--- src/sv/gtg_pkg.sv ---
`timescale 1ns / 1ps
// ----------------------------------------------------------------------------
// gtg_pkg
// Shared widths, register indexes, types and helpers for the grid tile
// geometry block.
// ----------------------------------------------------------------------------
package gtg_pkg;

  localparam int DIM_W     = 13;
  localparam int POS_W     = 12;
  localparam int IDX_W     = 24;
  localparam int REG_IDX_W = 3;
  localparam int CNT_W     = 4;

  localparam logic [DIM_W-1:0] MAX_DIM = 13'd4096;

  localparam logic [REG_IDX_W-1:0] REG_GRID_ROWS    = 3'd0;
  localparam logic [REG_IDX_W-1:0] REG_GRID_COLUMNS = 3'd1;
  localparam logic [REG_IDX_W-1:0] REG_ORIGIN_X     = 3'd2;
  localparam logic [REG_IDX_W-1:0] REG_ORIGIN_Y     = 3'd3;
  localparam logic [REG_IDX_W-1:0] REG_IMAGE_WIDTH  = 3'd4;
  localparam logic [REG_IDX_W-1:0] REG_IMAGE_HEIGHT = 3'd5;

  typedef enum logic [1:0] {
    SU_LOAD,
    SU_DIVIDE,
    SU_FINISH,
    SU_READY
  } setup_state_t;

  // Derived consts; user, not block, holds stable with items in flight
  typedef struct packed {
    logic [DIM_W-1:0] rows;
    logic [DIM_W-1:0] cols;
    logic [DIM_W-1:0] w;
    logic [DIM_W-1:0] h;
    logic [DIM_W-1:0] wbase;
    logic [DIM_W-1:0] hbase;
    logic [POS_W-1:0] wres;
    logic [POS_W-1:0] hres;
    logic [POS_W-1:0] oxm;
    logic [POS_W-1:0] oym;
  } setup_t;

  typedef struct packed {
    logic             q;
    logic [POS_W-1:0] rem;
  } rstep_t;

  typedef struct packed {
    logic [IDX_W-1:0] num;
    logic [IDX_W-1:0] quo;
    logic [POS_W-1:0] rem;
    logic [POS_W-1:0] acc;
  } div_t;

  typedef struct packed {
    logic [POS_W-1:0] prod;
    logic [POS_W-1:0] mcol;
    logic [DIM_W-1:0] tw;
    logic [DIM_W-1:0] th;
    logic             beyond;
    logic [POS_W-1:0] mrow;
    logic [POS_W-1:0] ty;
  } mul_t;

  typedef struct packed {
    logic [POS_W-1:0] sx;
    logic [POS_W-1:0] ty;
    logic [DIM_W-1:0] tw;
    logic [DIM_W-1:0] th;
    logic             beyond;
  } add_t;

  typedef struct packed {
    logic [DIM_W-1:0] tw;
    logic [DIM_W-1:0] th;
    logic [POS_W-1:0] tx;
    logic [POS_W-1:0] ty;
    logic             beyond;
  } res_t;

  // One restoring division step; rem must be below dvsr on entry
  function automatic rstep_t rdiv_step(input logic [POS_W-1:0] rem,
                                       input logic bit_in,
                                       input logic [DIM_W-1:0] dvsr);
    logic [DIM_W-1:0] part;
    rstep_t           res;
    part    = {rem, bit_in};
    res.q   = (part >= dvsr);
    res.rem = res.q ? POS_W'(part - dvsr) : part[POS_W-1:0];
    return res;
  endfunction

  function automatic logic [DIM_W-1:0] clamp_dim(input logic [DIM_W-1:0] v);
    logic [DIM_W-1:0] res;
    if (v == '0) begin
      res = DIM_W'(1);
    end else if (v > MAX_DIM) begin
      res = MAX_DIM;
    end else begin
      res = v;
    end
    return res;
  endfunction

endpackage

--- src/sv/gtg_setup.sv ---
`timescale 1ns / 1ps
// ----------------------------------------------------------------------------
// gtg_setup
// Configuration registers and the iterative unit that derives tile base
// sizes, residues and wrapped grid offsets after reset or any write.
// ----------------------------------------------------------------------------
module gtg_setup (
  input  logic                           clk,
  input  logic                           rst_n,
  input  logic                           cfg_wr_en,
  input  logic [gtg_pkg::REG_IDX_W-1:0]  cfg_index,
  input  logic [gtg_pkg::DIM_W-1:0]      cfg_wr_data,
  output gtg_pkg::setup_t                setup,
  output logic                           busy
);

  logic [gtg_pkg::DIM_W-1:0] rows_r, cols_r, w_r, h_r, ox_r, oy_r;

  gtg_pkg::setup_state_t     state_r, state_nxt;
  logic [gtg_pkg::CNT_W-1:0] cnt_r, cnt_nxt;

  logic [gtg_pkg::DIM_W-1:0] wn_r, hn_r, xn_r, yn_r;
  logic [gtg_pkg::DIM_W-1:0] wq_r, hq_r;
  logic [gtg_pkg::POS_W-1:0] wr_r, hr_r, xr_r, yr_r;
  logic [gtg_pkg::POS_W-1:0] oxm_r, oym_r;

  gtg_pkg::rstep_t ws, hs, xs, ys;

  always_ff @(posedge clk) begin
    if (!rst_n) begin
      rows_r <= gtg_pkg::DIM_W'(1);
      cols_r <= gtg_pkg::DIM_W'(1);
      ox_r   <= '0;
      oy_r   <= '0;
      w_r    <= gtg_pkg::DIM_W'(1);
      h_r    <= gtg_pkg::DIM_W'(1);
    end else if (cfg_wr_en) begin
      case (cfg_index)
        gtg_pkg::REG_GRID_ROWS:    rows_r <= gtg_pkg::clamp_dim(cfg_wr_data);
        gtg_pkg::REG_GRID_COLUMNS: cols_r <= gtg_pkg::clamp_dim(cfg_wr_data);
        gtg_pkg::REG_ORIGIN_X:     ox_r   <= cfg_wr_data;
        gtg_pkg::REG_ORIGIN_Y:     oy_r   <= cfg_wr_data;
        gtg_pkg::REG_IMAGE_WIDTH:  w_r    <= gtg_pkg::clamp_dim(cfg_wr_data);
        gtg_pkg::REG_IMAGE_HEIGHT: h_r    <= gtg_pkg::clamp_dim(cfg_wr_data);
        default: ;
      endcase
    end
  end

  always_comb begin
    ws = gtg_pkg::rdiv_step(wr_r, wn_r[gtg_pkg::DIM_W-1], cols_r);
    hs = gtg_pkg::rdiv_step(hr_r, hn_r[gtg_pkg::DIM_W-1], rows_r);
    xs = gtg_pkg::rdiv_step(xr_r, xn_r[gtg_pkg::DIM_W-1], w_r);
    ys = gtg_pkg::rdiv_step(yr_r, yn_r[gtg_pkg::DIM_W-1], h_r);
  end

  always_ff @(posedge clk) begin
    if (!rst_n) begin
      state_r <= gtg_pkg::SU_LOAD;
      cnt_r   <= '0;
    end else begin
      state_r <= state_nxt;
      cnt_r   <= cnt_nxt;
    end
  end

  always_comb begin
    state_nxt = state_r;
    cnt_nxt   = cnt_r;
    case (state_r)
      gtg_pkg::SU_LOAD: begin
        state_nxt = gtg_pkg::SU_DIVIDE;
        cnt_nxt   = '0;
      end
      gtg_pkg::SU_DIVIDE: begin
        if (cnt_r == gtg_pkg::CNT_W'(gtg_pkg::DIM_W - 1)) begin
          state_nxt = gtg_pkg::SU_FINISH;
        end else begin
          cnt_nxt = cnt_r + gtg_pkg::CNT_W'(1);
        end
      end
      gtg_pkg::SU_FINISH: state_nxt = gtg_pkg::SU_READY;
      gtg_pkg::SU_READY:  state_nxt = gtg_pkg::SU_READY;
      default:            state_nxt = gtg_pkg::SU_LOAD;
    endcase
    if (cfg_wr_en) begin
      state_nxt = gtg_pkg::SU_LOAD;
    end
  end

  // offsets divide by magnitude; negative remainders fold back at the end
  always_ff @(posedge clk) begin
    case (state_r)
      gtg_pkg::SU_LOAD: begin
        wn_r <= w_r;
        hn_r <= h_r;
        xn_r <= ox_r[gtg_pkg::DIM_W-1] ? gtg_pkg::DIM_W'(~ox_r + gtg_pkg::DIM_W'(1)) : ox_r;
        yn_r <= oy_r[gtg_pkg::DIM_W-1] ? gtg_pkg::DIM_W'(~oy_r + gtg_pkg::DIM_W'(1)) : oy_r;
        wq_r <= '0;
        hq_r <= '0;
        wr_r <= '0;
        hr_r <= '0;
        xr_r <= '0;
        yr_r <= '0;
      end
      gtg_pkg::SU_DIVIDE: begin
        wn_r <= {wn_r[gtg_pkg::DIM_W-2:0], 1'b0};
        hn_r <= {hn_r[gtg_pkg::DIM_W-2:0], 1'b0};
        xn_r <= {xn_r[gtg_pkg::DIM_W-2:0], 1'b0};
        yn_r <= {yn_r[gtg_pkg::DIM_W-2:0], 1'b0};
        wq_r <= {wq_r[gtg_pkg::DIM_W-2:0], ws.q};
        hq_r <= {hq_r[gtg_pkg::DIM_W-2:0], hs.q};
        wr_r <= ws.rem;
        hr_r <= hs.rem;
        xr_r <= xs.rem;
        yr_r <= ys.rem;
      end
      gtg_pkg::SU_FINISH: begin
        oxm_r <= (ox_r[gtg_pkg::DIM_W-1] && (xr_r != '0))
               ? gtg_pkg::POS_W'(w_r - {1'b0, xr_r}) : xr_r;
        oym_r <= (oy_r[gtg_pkg::DIM_W-1] && (yr_r != '0))
               ? gtg_pkg::POS_W'(h_r - {1'b0, yr_r}) : yr_r;
      end
      default: ;
    endcase
  end

  always_comb begin
    setup.rows  = rows_r;
    setup.cols  = cols_r;
    setup.w     = w_r;
    setup.h     = h_r;
    setup.wbase = wq_r;
    setup.hbase = hq_r;
    setup.wres  = wr_r;
    setup.hres  = hr_r;
    setup.oxm   = oxm_r;
    setup.oym   = oym_r;
  end

  assign busy = (state_r != gtg_pkg::SU_READY);

endmodule
--- config.mk ---
export PLATFORM = sky130hd
export DESIGN_NAME = gtg_setup
export DESIGN_NICKNAME = d
export VERILOG_FILES = /design/src/sv/gtg_pkg.sv /design/src/sv/gtg_setup.sv
export SDC_FILE = /design/constraint.sdc
export NUM_CORES = 1
export LEC_CHECK = 0
export BUFFER_PORTS_ARGS = -buffer_cell sky130_fd_sc_hd__buf_2
export CAP_MARGIN = 20
export CORE_UTILIZATION = 42
export DETAILED_ROUTE_END_ITERATION = 10
export PLACE_DENSITY = 0.68
export SYNTH_ARGS = -nofsm -noshare
export SYNTH_HDL_FRONTEND = slang
export SYNTH_SLANG_ARGS = --single-unit
export TNS_END_PERCENT = 30
--- constraint.sdc ---
create_clock -name clk -period 11.5 [get_ports clk]
set_input_delay 1.725 -clock clk [delete_from_list [all_inputs] [get_ports clk]]
set_output_delay 1.725 -clock clk [all_outputs]
set_load 0.01 [all_outputs]
==> metrics.txt <==
CP startpoint kind flip-flop; area delta synth->final 14.1%; Net Sw Power between 0.001 and 0.0015 W; Fin. Hold Viols 0; EDFF count, synth 150; H-tree depth 1; fin nets 1731; HP Class reg -> reg; Initial Util 42.7%; CTS sink count 234; type of destination of the critical path output pin; first-pass GRT wire length approximately 56000 µm; Max-cap violations 0; vias in the first global route 10600; Core Region 32500 µm²; GRT Util Overall 20.7%; cell family with the largest share of critical-path delay flip-flops; number of DRC markers in iteration 0 around 770; cell taking the most area after synthesis edfxtp_1; via count 11500; Antenna Cells 0; Vias per Instance between 5 and 6; worst setup path class reg -> out; RePlAce Congestion 0.930; crit path DAT 1.30 ns; layout cells sized above 1 between 10% and 20%; crit path max fanout 7; busiest layer in global routing met2; Area contributors post-synth edfxtp_1 (32%), dfxtp_1 (12%), ha_1 (7.0%); register area share after synthesis 44.6%; Comb power frac 44.4%; pin count of the biggest net entering global routing 85; Yosys top cell area share 32.4%; crit path max-delay cell type dfxtp_1; max incr delay on CP between 0.5 and 0.6 ns; CTS tree yes; CTS resizes 0; final hold slack roughly 0.5 ns; DPL Wire Length 25500 µm; period utilization 26.3%; fin. max-slew vios 0; crit-path cells nand2_1 -> buf_2; first-pass detailed-route iteration total 5; Peak VDD IR approximately 0.00011 V; post-route minimum period 3.03 ns; Tot Pwr 0.00341 W; Worst-Skew Late Latency 0.53 ns; Post-synth top flop edfxtp_1; Clock Skews 0.00887 ns; cell count after synthesis ~1500; synth warn 0; syn_area_per_cell 9.20 µm²; WL final 35600 µm; clock buffer count from CTS 27; DRC 0; Hold Buf Count CTS 0; grt met1 use between 20 and 30%; die width between 150 and 200 µm; antenna violation net count after detailed routing 0; # port buffers around 150; Pwr Density 215 nW/µm²; initial antenna violation count 1; die area 33800 µm²; met2 GRT Util 33.1%; synthesis-stage register bit count 234; synthesized cell area 13900 µm²; DR WL/cell 17.1 µm; Int Power 0.00208 W; syn_nets 1612; sequential power share a little under a third; post-layout util 48.7%; worst slew pin tran 0.899 ns; f_max 330 MHz; Overflow after GRT 0; status finished clean; Site Rows 66; Leak between 6 and 7 nW; Max-slew headroom around two fifths; CTS clk-pin slew, worst paths 0.06 ns; Critical Path RT between 9 and 10 ns; final setup fails 0; Fillers around 3100; TNS Setup 0 ns; Synth async-reset ratio 0%; postcts setup bufs 0; sw frac between 30% and 40%; die height approximately 180 µm; crit path buf inv count 1; root buf cell clkbuf_16; Clk pwr share 24.7%; RSZ-0062 raised after global routing false; Max Root-Sink Buffers 3; Netlist cell types just over 70; met3 Use GR between 2 and 3%; Ports about 150
per-layer routing:
layer	vias up	wire, µm
met3	55	2280
met4	0	739
li1	5677	-
met5	-	0
met2	352	16100
met1	5447	16600
state kept, by name, summed over array words and instances (netlist names), 13 cells and up:
name,flops
yn_r,13
xn_r,13
h_r,13
hq_r,13
rows_r,13
hn_r,13
cols_r,13
wn_r,13
w_r,13
oy_r,13
wq_r,13
ox_r,13
cell type report:
class	instances	area [µm²]	share of cell area, %
Multi-Input combinational cell	1109	7040	44.4
Clock buffer	40	828	5.23
Inverter	100	378	2.38
Tap cell	442	553	3.49
Sequential cell	234	6190	39.0
Clock inverter	9	47.5	0.300
Timing Repair Buffer	156	816	5.15
power by group through the flow:
stage / registers, W / clock network, W / logic [W]
after floorplan: 0.00105 / 0 / 0.00120
after global placement: 0.00107 / 0 / 0.00146
after detailed placement: 0.00107 / 0 / 0.00148
after CTS: 0.00105 / 0.000862 / 0.00149
after global routing: 0.00106 / 0.000889 / 0.00168
final: 0.00105 / 0.000843 / 0.00151
cells in the mapped netlist, types with 16 or more instances:
library cell and count:
nand2_1 249, edfxtp_1 150, o21ai_0 132, inv_1 100, a21oi_1 92, dfxtp_1 84, ha_1 78, a21boi_0 74
clkbuf_1 46, nor2_1 45, nand3_1 39, nor2b_1 36, xor2_1 33, and2_1 31, nor3_1 23, o21a_1 19
nand2b_1 18, xnor2_1 18, and3_1 16, mux2i_1 16
layout by cell type (no fill, tap or decap), drive strengths merged, types with 46 or more instances in the layout:
cell type / synthesis / layout
a21boi: 74 / 74
inv: 100 / 101
ha: 78 / 78
o21ai: 135 / 135
buf: 20 / 156
edfxtp: 150 / 150
a21oi: 93 / 93
nand2: 249 / 249
dfxtp: 84 / 84
nor2: 46 / 46
worst paths after layout:
kind	startpoint	end	slack [ns]	depth (start not counted)
hold reg to reg	rows_r[3]$_SDFFE_PN0P_	rows_r[3]$_SDFFE_PN0P_	0.49	2
setup / recovery	state_r[0]$_SDFFE_PP0P_	busy	8.47	2
hold / removal	rows_r[3]$_SDFFE_PN0P_	rows_r[3]$_SDFFE_PN0P_	0.49	2
setup reg to reg	h_r[8]$_SDFFE_PN0P_	yr_r[2]$_SDFFCE_PN0P_	8.59	8
cell families after synthesis:
kind of cell,count (synthesis),share of synthesized area (%)
and+or+nand+nor,513,17.6
AOI/OAI and AO/OA,444,20.6
DFF,234,44.6
xor gates and xnor gates,51,3.22
adders and majority gates,84,7.89
muxes,17,1.23
buffers and inverters,166,4.85
worst reg2reg max path, cell delays in order, from the launching register on:
cell,delay (ns)
dfxtp_1,0.48
inv_1,0.11
ha_1,0.41
a21o_1,0.22
and2_1,0.18
nand2b_4,0.14
a41oi_1,0.61
nor2_1,0.31
a211oi_1,0.28
metrics by stage:
step	cell area [µm²]	setup WS (ns)	std cells
after global routing	15800	8.39	2090
after floorplan	13900	6.78	1509
final	15800	8.47	2090
after detailed placement	15000	8.21	2040
after CTS	15800	8.46	2089
after global placement	15000	8.29	2040
Power figures use the tool's default switching activity.
